File: src/rtl/core/uart_rb_pkg.sv
package uart_rb_pkg;

    // Operation carried in each input beat
    typedef enum logic [1:0] {
        FUNC_WRITE = 2'd0,
        FUNC_READ  = 2'd1,
        FUNC_RX    = 2'd2
    } func_t;

    // Register map
    typedef enum logic [2:0] {
        REG_CTRL       = 3'd0,
        REG_STATUS     = 3'd1,
        REG_TX         = 3'd2,
        REG_RX         = 3'd3,
        REG_BAUD       = 3'd4,
        REG_INT_EN     = 3'd5,
        REG_INT_STATUS = 3'd6,
        REG_UNMAPPED   = 3'd7
    } reg_idx_t;

    localparam int unsigned DATA_W  = 32;
    localparam int unsigned BYTE_W  = 8;
    localparam int unsigned INT_EN_W = 2;

    // Bit positions
    localparam int unsigned CTRL_TX_EN_BIT   = 0;
    localparam int unsigned CTRL_RX_EN_BIT   = 1;
    localparam int unsigned STAT_TX_RDY_BIT  = 0;
    localparam int unsigned STAT_RX_RDY_BIT  = 1;
    localparam int unsigned INT_RX_PEND_BIT  = 1;

    localparam logic [DATA_W-1:0] STATUS_RESET = 32'h0000_0001;

    // Stream payload widths
    localparam int unsigned S_TDATA_W = 40;
    localparam int unsigned S_TUSER_W = 5;
    localparam int unsigned M_TDATA_W = 48;

    typedef struct packed {
        func_t             func;
        reg_idx_t          reg_index;
        logic [DATA_W-1:0] write_value;
        logic [BYTE_W-1:0] rx_byte;
    } item_t;

    typedef struct packed {
        logic [DATA_W-1:0] read_data;
        logic              tx_valid;
        logic [BYTE_W-1:0] tx_byte;
        logic              irq;
    } result_t;

endpackage

File: src/rtl/core/uart_register_block.sv
// An accepted beat passes the input register, then the result register, to m_axis.
// Throughput: one beat per cycle unless m_axis_tready stalls the result register; the register
// update is combinational logic between the input register and the result register.
// Reset: synchronous, active low; clears the register file, except that status resets to tx
// ready, and both stream stages come up empty; the stage data registers are not reset.
module uart_register_block (
    input  logic                              aclk,
    input  logic                              aresetn,
    input  logic                              s_axis_tvalid,
    output logic                              s_axis_tready,
    // [31:0] write_value, [39:32] rx_byte
    input  logic [uart_rb_pkg::S_TDATA_W-1:0] s_axis_tdata,
    // [1:0] func, [4:2] reg_index
    input  logic [uart_rb_pkg::S_TUSER_W-1:0] s_axis_tuser,
    output logic                              m_axis_tvalid,
    input  logic                              m_axis_tready,
    // [31:0] read_data, [32] tx_valid, [40:33] tx_byte, [41] irq, [47:42] zero
    output logic [uart_rb_pkg::M_TDATA_W-1:0] m_axis_tdata
);

    localparam int unsigned RES_W = $bits(uart_rb_pkg::result_t);

    logic                 in_valid_reg;
    uart_rb_pkg::item_t   in_item_reg;
    logic                 out_valid_reg;
    uart_rb_pkg::result_t out_res_reg;
    uart_rb_pkg::result_t res;
    logic                 exec;

    // Process the held beat whenever the result register is free or draining
    assign exec          = in_valid_reg && (!out_valid_reg || m_axis_tready);
    assign s_axis_tready = !in_valid_reg || exec;

    uart_rb_regfile u_regfile (
        .aclk    (aclk),
        .aresetn (aresetn),
        .exec    (exec),
        .item    (in_item_reg),
        .result  (res)
    );

    // Input register
    always_ff @(posedge aclk) begin
        if (!aresetn) begin
            in_valid_reg <= 1'b0;
        end else if (s_axis_tready) begin
            in_valid_reg <= s_axis_tvalid;
        end
    end

    always_ff @(posedge aclk) begin
        if (s_axis_tvalid && s_axis_tready) begin
            in_item_reg.func        <= uart_rb_pkg::func_t'(s_axis_tuser[1:0]);
            in_item_reg.reg_index   <= uart_rb_pkg::reg_idx_t'(s_axis_tuser[4:2]);
            in_item_reg.write_value <= s_axis_tdata[31:0];
            in_item_reg.rx_byte     <= s_axis_tdata[39:32];
        end
    end

    // Result register
    always_ff @(posedge aclk) begin
        if (!aresetn) begin
            out_valid_reg <= 1'b0;
        end else if (!out_valid_reg || m_axis_tready) begin
            out_valid_reg <= in_valid_reg;
        end
    end

    always_ff @(posedge aclk) begin
        if (exec) begin
            out_res_reg <= res;
        end
    end

    assign m_axis_tvalid = out_valid_reg;
    assign m_axis_tdata  = {{(uart_rb_pkg::M_TDATA_W-RES_W){1'b0}},
                            out_res_reg.irq,
                            out_res_reg.tx_byte,
                            out_res_reg.tx_valid,
                            out_res_reg.read_data};

endmodule

File: src/rtl/core/uart_rb_regfile.sv
module uart_rb_regfile (
    input  logic                aclk,
    input  logic                aresetn,
    input  logic                exec,
    input  uart_rb_pkg::item_t  item,
    output uart_rb_pkg::result_t result
);

    logic [uart_rb_pkg::DATA_W-1:0]   ctrl_reg, ctrl_next;
    logic [uart_rb_pkg::DATA_W-1:0]   status_reg, status_next;
    logic [uart_rb_pkg::BYTE_W-1:0]   tx_data_reg, tx_data_next;
    logic [uart_rb_pkg::BYTE_W-1:0]   rx_data_reg, rx_data_next;
    logic [uart_rb_pkg::DATA_W-1:0]   baud_reg, baud_next;
    logic [uart_rb_pkg::INT_EN_W-1:0] int_en_reg, int_en_next;
    // only the receive pending bit of interrupt status can ever be set
    logic                             rx_pend_reg, rx_pend_next;

    logic [uart_rb_pkg::DATA_W-1:0] int_status_view;

    always_comb begin
        int_status_view = '0;
        int_status_view[uart_rb_pkg::INT_RX_PEND_BIT] = rx_pend_reg;
    end

    // Decode the beat and work out the next register values and the result
    always_comb begin
        ctrl_next    = ctrl_reg;
        status_next  = status_reg;
        tx_data_next = tx_data_reg;
        rx_data_next = rx_data_reg;
        baud_next    = baud_reg;
        int_en_next  = int_en_reg;
        rx_pend_next = rx_pend_reg;

        result.read_data = '0;
        result.tx_valid  = 1'b0;
        result.tx_byte   = '0;

        if (exec) begin
            case (item.func)
                uart_rb_pkg::FUNC_WRITE: begin
                    unique case (item.reg_index)
                        uart_rb_pkg::REG_CTRL:   ctrl_next = item.write_value;
                        uart_rb_pkg::REG_STATUS: status_next = item.write_value;
                        uart_rb_pkg::REG_TX: begin
                            if (ctrl_reg[uart_rb_pkg::CTRL_TX_EN_BIT]) begin
                                tx_data_next = item.write_value[uart_rb_pkg::BYTE_W-1:0];
                                result.tx_valid = 1'b1;
                                result.tx_byte  = item.write_value[uart_rb_pkg::BYTE_W-1:0];
                                status_next[uart_rb_pkg::STAT_TX_RDY_BIT] = 1'b1;
                            end
                        end
                        uart_rb_pkg::REG_BAUD: baud_next = item.write_value;
                        uart_rb_pkg::REG_INT_EN:
                            int_en_next = item.write_value[uart_rb_pkg::INT_EN_W-1:0];
                        uart_rb_pkg::REG_INT_STATUS: begin
                            // write one to clear
                            if (item.write_value[uart_rb_pkg::INT_RX_PEND_BIT]) begin
                                rx_pend_next = 1'b0;
                            end
                        end
                        default: ;
                    endcase
                end
                uart_rb_pkg::FUNC_READ: begin
                    unique case (item.reg_index)
                        uart_rb_pkg::REG_CTRL:   result.read_data = ctrl_reg;
                        uart_rb_pkg::REG_STATUS: result.read_data = status_reg;
                        uart_rb_pkg::REG_TX:
                            result.read_data = {{(uart_rb_pkg::DATA_W-uart_rb_pkg::BYTE_W){1'b0}},
                                                tx_data_reg};
                        uart_rb_pkg::REG_RX: begin
                            result.read_data = {{(uart_rb_pkg::DATA_W-uart_rb_pkg::BYTE_W){1'b0}},
                                                rx_data_reg};
                            status_next[uart_rb_pkg::STAT_RX_RDY_BIT] = 1'b0;
                        end
                        uart_rb_pkg::REG_BAUD: result.read_data = baud_reg;
                        uart_rb_pkg::REG_INT_EN:
                            result.read_data = {{(uart_rb_pkg::DATA_W-uart_rb_pkg::INT_EN_W){1'b0}},
                                                int_en_reg};
                        uart_rb_pkg::REG_INT_STATUS: result.read_data = int_status_view;
                        default: result.read_data = '0;
                    endcase
                end
                uart_rb_pkg::FUNC_RX: begin
                    // store only when enabled and the buffer is empty, else drop
                    if (ctrl_reg[uart_rb_pkg::CTRL_RX_EN_BIT] &&
                        !status_reg[uart_rb_pkg::STAT_RX_RDY_BIT]) begin
                        rx_data_next = item.rx_byte;
                        status_next[uart_rb_pkg::STAT_RX_RDY_BIT] = 1'b1;
                        rx_pend_next = 1'b1;
                    end
                end
                default: ;
            endcase
        end

        // interrupt line as seen after this beat
        result.irq = rx_pend_next & int_en_next[uart_rb_pkg::INT_RX_PEND_BIT];
    end

    // Hold register state
    always_ff @(posedge aclk) begin
        if (!aresetn) begin
            ctrl_reg    <= '0;
            status_reg  <= uart_rb_pkg::STATUS_RESET;
            tx_data_reg <= '0;
            rx_data_reg <= '0;
            baud_reg    <= '0;
            int_en_reg  <= '0;
            rx_pend_reg <= 1'b0;
        end else begin
            ctrl_reg    <= ctrl_next;
            status_reg  <= status_next;
            tx_data_reg <= tx_data_next;
            rx_data_reg <= rx_data_next;
            baud_reg    <= baud_next;
            int_en_reg  <= int_en_next;
            rx_pend_reg <= rx_pend_next;
        end
    end

endmodule

File: config.mk
export PLATFORM = sky130hd
export DESIGN_NAME = uart_register_block
export DESIGN_NICKNAME = d
export VERILOG_FILES = /design/src/rtl/core/uart_rb_pkg.sv /design/src/rtl/core/uart_register_block.sv /design/src/rtl/core/uart_rb_regfile.sv
export SDC_FILE = /design/constraint.sdc
export NUM_CORES = 1
export LEC_CHECK = 0
export ABC_AREA = 1
export BUFFER_PORTS_ARGS = -buffer_cell sky130_fd_sc_hd__buf_2
export CORE_MARGIN = 2
export CORE_UTILIZATION = 40
export DETAILED_ROUTE_END_ITERATION = 8
export PLACE_DENSITY_LB_ADDON = 0.2
export SLEW_MARGIN = 10
export SYNTH_ARGS = -nofsm -noshare
export SYNTH_HDL_FRONTEND = slang
export SYNTH_SLANG_ARGS = --single-unit
File: constraint.sdc
create_clock -name aclk -period 2.7 [get_ports aclk]
set_input_delay 0.675 -clock aclk [delete_from_list [all_inputs] [get_ports aclk]]
set_output_delay 0.675 -clock aclk [all_outputs]
set_load 0.03 [all_outputs]
# Yosys cells after proc, flatten, opt, wreduce, memory -nomap -nowiden
# Index checks and enable logic that the tools add are counted.
dict set report totals {
  out_inout_bits 50
  reg_bits 204
  wordCells 71
  in_bits 49
}
dict set report classes {
  mux 16
  eq_ne 12
  n_reduce_logical 22
  n_bitwise 1
}
# operator count
set ops {}
lappend ops {{one-hot mux 32 bit (7 select lines)} 1}
lappend ops {{AND reduction 3 bit} 6}
lappend ops {{== test 3 bit (second input constant)} 3}
lappend ops {{two-way mux 9 bit} 1}
lappend ops {{two-way mux 1 bit} 8}
lappend ops {{AND reduction 4 bit} 2}
lappend ops {{== test 3 x 2 -> 1 bit (second input constant)} 2}
lappend ops {{two-way mux 2 bit} 3}
lappend ops {{AND reduction 5 bit} 1}
lappend ops {{inequality test 2 x 1 -> 1 bit (second input constant)} 2}
lappend ops {{inequality test 2 bit (second input constant)} 2}
lappend ops {{one-hot mux 1 bit (2 select lines)} 2}
lappend ops {{== test 3 x 1 -> 1 bit (second input constant)} 1}
lappend ops {{logical AND 1 bit} 3}
lappend ops {{logical NOT 1 bit} 3}
lappend ops {{logical NOT 3 bit} 1}
lappend ops {{one-hot mux 1 bit (3 select lines)} 1}
lappend ops {{nonzero test 3 bit} 1}
lappend ops {{== test 2 x 1 -> 1 bit (second input constant)} 1}
lappend ops {{== test 2 bit (second input constant)} 1}
lappend ops {{logical NOT 2 bit} 1}
lappend ops {{logical OR 1 bit} 2}
lappend ops {{AND reduction 2 bit} 1}
lappend ops {{nonzero test 2 bit} 1}
lappend ops {{AND 1 bit} 1}

# Longest topological paths before layout
dict set report depth {
  depth_word 6
  ltp_mapped 10
  mapped_depth_nobuf 10
}

# Modules after synthesis
# A second synthesis with hierarchy kept.
dict set report unflattened {
  hier_cells 868
  area_unflattened_um2 8077.7
}
# module seq_area_each_um2 cells_per_inst area_each_um2 n_inst
set by_module_without_submodules {}
lappend by_module_without_submodules {uart_rb_regfile 2302.2 761 5321.4 1}
lappend by_module_without_submodules {uart_register_block 2652.5 107 2756.4 1}

# Least setup slack after synthesis
# OpenSTA, ideal clock, no wires.
dict set report synth_timing {
  path_type {in2reg}
  from {input port m_axis_tready}
  to {register u_regfile.rx_data_reg[0] in the netlist's numbering}
  required_time_ps 2582
  slack_ps 66
  arrival_ps 2516
  cell_stages 8
  setup_ps 118
  path_buffers 1
  cell_sequence {inv_1 > nand2_1 > nand2_1 > inv_1 > nand2_1 > buf_4 > o21ai_0 > nor2_1}
}
dict set report synth_between {
  elab_chain_len 3
}
# item line
set synth_rtl {}
lappend synth_rtl {{from (decl)} uart_register_block.sv:16} ;# input logic m_axis_tready,
lappend synth_rtl {{logical OR 1 bit} uart_register_block.sv:31} ;# assign exec = in_valid_reg && (!out_valid_reg || m_axis_tready);
lappend synth_rtl {{logical AND 1 bit} uart_register_block.sv:31}
lappend synth_rtl {{AND reduction 3 bit (no line)} --}
lappend synth_rtl {{to (signal assigned)} uart_rb_regfile.sv:116} ;# rx_data_reg <= rx_data_next;
lappend synth_rtl {{to (decl)} uart_rb_regfile.sv:12} ;# logic [uart_rb_pkg::BYTE_W-1:0] rx_data_reg, rx_data_next;
# Every way passes these cells.
# A chain may end at the register's enable or synchronous reset.

# Worst setup path after layout
dict set report layout_timing {
  from {register in_item_reg[40] in the netlist's numbering}
  to {register out_res_reg, in the netlist m_axis_tdata[1], data pin}
}
dict set report layout_between {
  elab_chain_len 2
  elab_cells_between_ends 8
  classes_between {6 x eq/ne; 1 x mux; 1 x reduce/logical}
}
# item line
set layout_rtl {}
lappend layout_rtl {{from (decl)} uart_register_block.sv:24} ;# uart_rb_pkg::item_t in_item_reg;
lappend layout_rtl {{== test 3 bit (tied with other cells)} uart_rb_regfile.sv:66} ;# unique case (item.reg_index)
lappend layout_rtl {{one-hot mux 32 bit (7 select lines) *} uart_rb_regfile.sv:66}
lappend layout_rtl {{to (signal assigned)} uart_register_block.sv:71} ;# out_res_reg <= res;
lappend layout_rtl {{to (decl)} uart_register_block.sv:26} ;# uart_rb_pkg::result_t out_res_reg;
# Every way passes the cells marked *; elsewhere a longest branch is shown, timed or not.

==> flow_summary.html <==
<table>
<tr><th>Metric</th><th>Value</th></tr>
<tr><th colspan="2">Route</th></tr>
<tr><td>Detailed-route wire length per cell</td><td>14.6 µm</td></tr>
<tr><td>Remaining number of nets flagged by the antenna check after routing</td><td>0</td></tr>
<tr><td># DRC</td><td>0</td></tr>
<tr><td>DR vias/cell</td><td>4.75</td></tr>
<tr><td>Via total after detailed routing</td><td>5905</td></tr>
<tr><td>Routed wire length</td><td>18100 µm</td></tr>
<tr><td>DR iter-0 viols</td><td>384</td></tr>
<tr><td>Router iterations before antenna repair</td><td>5</td></tr>
<tr><th colspan="2">Critical path</th></tr>
<tr><td>Launching element of the worst setup path</td><td>in_item_reg[40]$_DFFE_PP_</td></tr>
<tr><td>FF-to-FF setup slack</td><td>0.74 ns</td></tr>
<tr><td>Highest net fanout along the worst path</td><td>32</td></tr>
<tr><td>CP cell instances</td><td>nor2_4 -&gt; nand2_2 -&gt; inv_2 -&gt; nand2_1 -&gt; nand2_1 -&gt; nor2_1 -&gt; a21oi_1</td></tr>
<tr><td>Capture point of the critical path</td><td>m_axis_tdata[1]$_SDFFCE_PP0N_</td></tr>
<tr><td>Category of the critical setup timing path</td><td>flop to flop</td></tr>
<tr><td>Critical-path top delay cell</td><td>sky130_fd_sc_hd__edfxtp_1</td></tr>
<tr><td>Critical Path End Type</td><td>flop</td></tr>
<tr><td>Depth of the worst register-to-register path</td><td>7</td></tr>
<tr><td>Crit Reg-Reg Endpoint</td><td>m_axis_tdata[1]$_SDFFCE_PP0N_</td></tr>
<tr><td>CP dominant cell by count</td><td>sky130_fd_sc_hd__nand2_1</td></tr>
<tr><td>Arrival @ worst endpoint</td><td>2.28 ns</td></tr>
<tr><td>Top cell family by delay on the critical path</td><td>flip-flops</td></tr>
<tr><td>Reg-to-reg critical path startpoint</td><td>in_item_reg[40]$_DFFE_PP_</td></tr>
<tr><td>Largest incremental delay on the critical path</td><td>0.57 ns</td></tr>
<tr><td>Critical path depth</td><td>7</td></tr>
<tr><td>Data required time at the worst endpoint</td><td>3.03 ns</td></tr>
<tr><td>Buffering stage count on the worst path with inverters included</td><td>1</td></tr>
<tr><td>Sort of element at the start of the critical path</td><td>flop</td></tr>
<tr><th colspan="2">Synth</th></tr>
<tr><td>Share of Yosys cell area claimed by the top area cell type</td><td>0.326</td></tr>
<tr><td>Register bit count reported by yosys</td><td>204</td></tr>
<tr><td>Post-synthesis instance total</td><td>879</td></tr>
<tr><td>Number of warning messages in the yosys log</td><td>0</td></tr>
<tr><td>Synth cell types</td><td>27</td></tr>
<tr><td>Largest area contributor in the synthesized netlist</td><td>sky130_fd_sc_hd__edfxtp_1</td></tr>
<tr><td>Average footprint of a synthesized cell</td><td>9.11 µm²</td></tr>
<tr><td>Mapped Area</td><td>8010 µm²</td></tr>
<tr><td>Sequential share of the synthesized area</td><td>0.619</td></tr>
<tr><td>Top post-synthesis cells by area</td><td>sky130_fd_sc_hd__edfxtp_1 33%, sky130_fd_sc_hd__dfxtp_1 29%, sky130_fd_sc_hd__nor2_1 8.3%</td></tr>
<tr><th colspan="2">Clocking</th></tr>
<tr><td>Post-CTS Setup Bufs</td><td>0</td></tr>
<tr><td>Cts bufs inserted</td><td>23</td></tr>
<tr><td>Skew-Pair Late Insertion Delay</td><td>0.51 ns</td></tr>
<tr><td>TritonCTS sink count</td><td>204</td></tr>
<tr><td>Hold buffers post-CTS</td><td>0</td></tr>
<tr><td>Clock-pin slew on the worst setup and hold paths</td><td>0.06 ns</td></tr>
<tr><td>CTS tree</td><td>built</td></tr>
<tr><td>Deepest level of the CTS H-tree</td><td>1</td></tr>
<tr><td>Clock Path Buffers</td><td>3</td></tr>
<tr><td>CTS resizes</td><td>0</td></tr>
<tr><td>CTS Root Buffer Type</td><td>sky130_fd_sc_hd__clkbuf_16</td></tr>
<tr><th colspan="2">Die</th></tr>
<tr><td>Full die area</td><td>21200 µm²</td></tr>
<tr><td>Area inside the core boundary</td><td>19500 µm²</td></tr>
<tr><td>Starting Density</td><td>0.410</td></tr>
<tr><td>I/O Pins</td><td>99</td></tr>
<tr><td>Die Ht</td><td>145 µm</td></tr>
<tr><td>Die W</td><td>145 µm</td></tr>
<tr><td>Row cnt</td><td>51</td></tr>
<tr><th colspan="2">Timing</th></tr>
<tr><td>Final hold violation count</td><td>0</td></tr>
<tr><td>Slew at the pin closest to its max-slew limit</td><td>0.887 ns</td></tr>
<tr><td>Worst slack on hold paths</td><td>0.341 ns</td></tr>
<tr><td>Worst relative slew slack</td><td>0.408</td></tr>
<tr><td>Highest clock frequency the design can meet</td><td>511 MHz</td></tr>
<tr><td>Post-route worst setup slack</td><td>0.743 ns</td></tr>
<tr><td>Summed negative setup slack over all endpoints</td><td>0 ns</td></tr>
<tr><td>Final count of pins violating max slew</td><td>0</td></tr>
<tr><td>Final number of setup-violating endpoints</td><td>0</td></tr>
<tr><td>Post-layout min period</td><td>1.96 ns</td></tr>
<tr><td>Period utilisation layout</td><td>0.725</td></tr>
<tr><td>RSZ-0062 raised after global routing</td><td>no</td></tr>
<tr><td>Final Skew</td><td>0.0110 ns</td></tr>
<tr><th colspan="2">Finish</th></tr>
<tr><td>Core utilization of the finished layout</td><td>0.479</td></tr>
<tr><td>FILL cells</td><td>1941</td></tr>
<tr><td>Max reg flops</td><td>45</td></tr>
<tr><td>Count of non-filler cells in the finished layout</td><td>1242</td></tr>
<tr><td>Inserted Diodes</td><td>0</td></tr>
<tr><td>Design area</td><td>9350 µm²</td></tr>
<tr><td>Area growth from synthesis to final layout</td><td>16.8%</td></tr>
<tr><td>Final Net Count</td><td>1012</td></tr>
<tr><td>Layout cells sized above 1</td><td>0.159</td></tr>
<tr><th colspan="2">Pwr</th></tr>
<tr><td>Leak Pwr</td><td>4.03 nW</td></tr>
<tr><td>Power density over the cells</td><td>708 nW/µm²</td></tr>
<tr><td>IR drop worst, VDD</td><td>405 µV</td></tr>
<tr><td>Total power draw</td><td>6.62 mW</td></tr>
<tr><th colspan="2">Place</th></tr>
<tr><td>HPWL after detailed placement</td><td>11200 µm</td></tr>
<tr><td>Placed instance count</td><td>1200</td></tr>
<tr><td>Number of input and output port buffers inserted</td><td>92</td></tr>
<tr><td>Pre-CTS WS</td><td>0.587 ns</td></tr>
<tr><td>Area after DPL</td><td>8620 µm²</td></tr>
<tr><td>Final weighted congestion of routability-driven global placement</td><td>0.780</td></tr>
<tr><th colspan="2">Global route</th></tr>
<tr><td>Pin count of the biggest net entering global routing</td><td>80</td></tr>
<tr><td>GRT Overall Usage</td><td>0.170</td></tr>
<tr><td>Grt total ovfl</td><td>0</td></tr>
<tr><td>Vias in the first global route</td><td>5691</td></tr>
<tr><td>First-pass GRT wire length</td><td>29500 µm</td></tr>
<tr><td>Antenna violations before repair</td><td>0</td></tr>
<tr><th colspan="2">Flow run</th></tr>
<tr><td>Number of max-cap violations</td><td>0</td></tr>
<tr><th colspan="2">Hold path</th></tr>
<tr><td>HP Class</td><td>input port to flop</td></tr>
<tr><th colspan="2">Status</th></tr>
<tr><td>Status</td><td>complete, no violations</td></tr>
</table>
-- power breakdown --
group          switching (mW)  leakage, nW  internal, mW
clock                    1.18        0.356          1.77
sequential             0.0491         1.77          3.30
combinational           0.228         1.91        0.0819
total                    1.46         4.03          5.16
-- how the worst min path moves through the flow --
stage / from / end / depth (start not counted)
6_report: s_axis_tdata[13] / in_item_reg[21]$_DFFE_PP_ / 1
2_1_floorplan: u_regfile.rx_data_reg[1]$_SDFFE_PN0P_ / u_regfile.rx_data_reg[1]$_SDFFE_PN0P_ / 2
3_5_place_dp: u_regfile.rx_data_reg[1]$_SDFFE_PN0P_ / u_regfile.rx_data_reg[1]$_SDFFE_PN0P_ / 2
4_1_cts: s_axis_tdata[17] / in_item_reg[25]$_DFFE_PP_ / 1
3_3_place_gp: u_regfile.rx_data_reg[1]$_SDFFE_PN0P_ / u_regfile.rx_data_reg[1]$_SDFFE_PN0P_ / 2
5_1_grt: s_axis_tdata[15] / in_item_reg[23]$_DFFE_PP_ / 1
-- kinds of logic after synthesis --
family / share of synthesized area
fa+ha+maj: 0.00469
other cells: 0.000468
simple gates: 0.209
compound gates: 0.0982
flops: 0.619
buf+inv: 0.0692
-- area by class of cell --
type / count / area [µm²] / area share
clock buffer: 39 / 707 / 0.0756
clock inverter: 3 / 18.8 / 0.00201
inverter: 63 / 239 / 0.0256
multi-input combinational: 563 / 2510 / 0.269
sequential: 204 / 4950 / 0.530
tap: 265 / 332 / 0.0355
timing repair buffer: 105 / 583 / 0.0624
-- routing by layer --
metal / wire (µm) / global-route usage / up-vias / part of all wire
li1: - / - / 3026 / -
met1: 8840 / 0.239 / 2728 / 0.49
met2: 8220 / 0.273 / 130 / 0.45
met3: 745 / 0.0279 / 21 / 0.041
met4: 308 / 0.0461 / 0 / 0.017
met5: 0 / 0 / - / 0
-- layout by cell type, fill, tap and decap left out, drive strengths merged --
cell and instances:
clkbuf 39, buf 105, and2 1, nand3 45, edfxtp 87, inv 63
clkinv 3, nand2 159, a21oi 44, o21ai 113, nor3 1, conb 6
ha 3, nand4 11, nor2 180, dfxtp 117
-- cells in the mapped netlist --
master / count
sky130_fd_sc_hd__dfxtp_1: 117
sky130_fd_sc_hd__nand3_2: 1
sky130_fd_sc_hd__inv_4: 1
sky130_fd_sc_hd__nand3_4: 3
sky130_fd_sc_hd__buf_2: 21
sky130_fd_sc_hd__nand2_2: 2
sky130_fd_sc_hd__buf_4: 13
sky130_fd_sc_hd__conb_1: 1
sky130_fd_sc_hd__ha_1: 3
sky130_fd_sc_hd__o21ai_0: 99
sky130_fd_sc_hd__inv_1: 57
sky130_fd_sc_hd__nor2_1: 176
sky130_fd_sc_hd__nand4_1: 11
sky130_fd_sc_hd__inv_2: 4
sky130_fd_sc_hd__and2_1: 1
sky130_fd_sc_hd__clkbuf_1: 13
sky130_fd_sc_hd__nand3_1: 41
sky130_fd_sc_hd__nor3_2: 1
sky130_fd_sc_hd__nand2_1: 157
sky130_fd_sc_hd__buf_1: 2
sky130_fd_sc_hd__edfxtp_1: 87
sky130_fd_sc_hd__clkinv_1: 1
sky130_fd_sc_hd__nor2_4: 3
sky130_fd_sc_hd__a21oi_1: 44
sky130_fd_sc_hd__o21ai_1: 14
sky130_fd_sc_hd__buf_6: 5
sky130_fd_sc_hd__nor2_8: 1
-- worst reg2reg max path: stages, from the launching register on --
cell and delay, ns:
sky130_fd_sc_hd__edfxtp_1 0.57, sky130_fd_sc_hd__nor2_4 0.19, sky130_fd_sc_hd__nand2_2 0.09, sky130_fd_sc_hd__inv_2 0.50
sky130_fd_sc_hd__nand2_1 0.11, sky130_fd_sc_hd__nand2_1 0.10, sky130_fd_sc_hd__nor2_1 0.05, sky130_fd_sc_hd__a21oi_1 0.17
No activity file was read; power rests on OpenSTA's default activity.
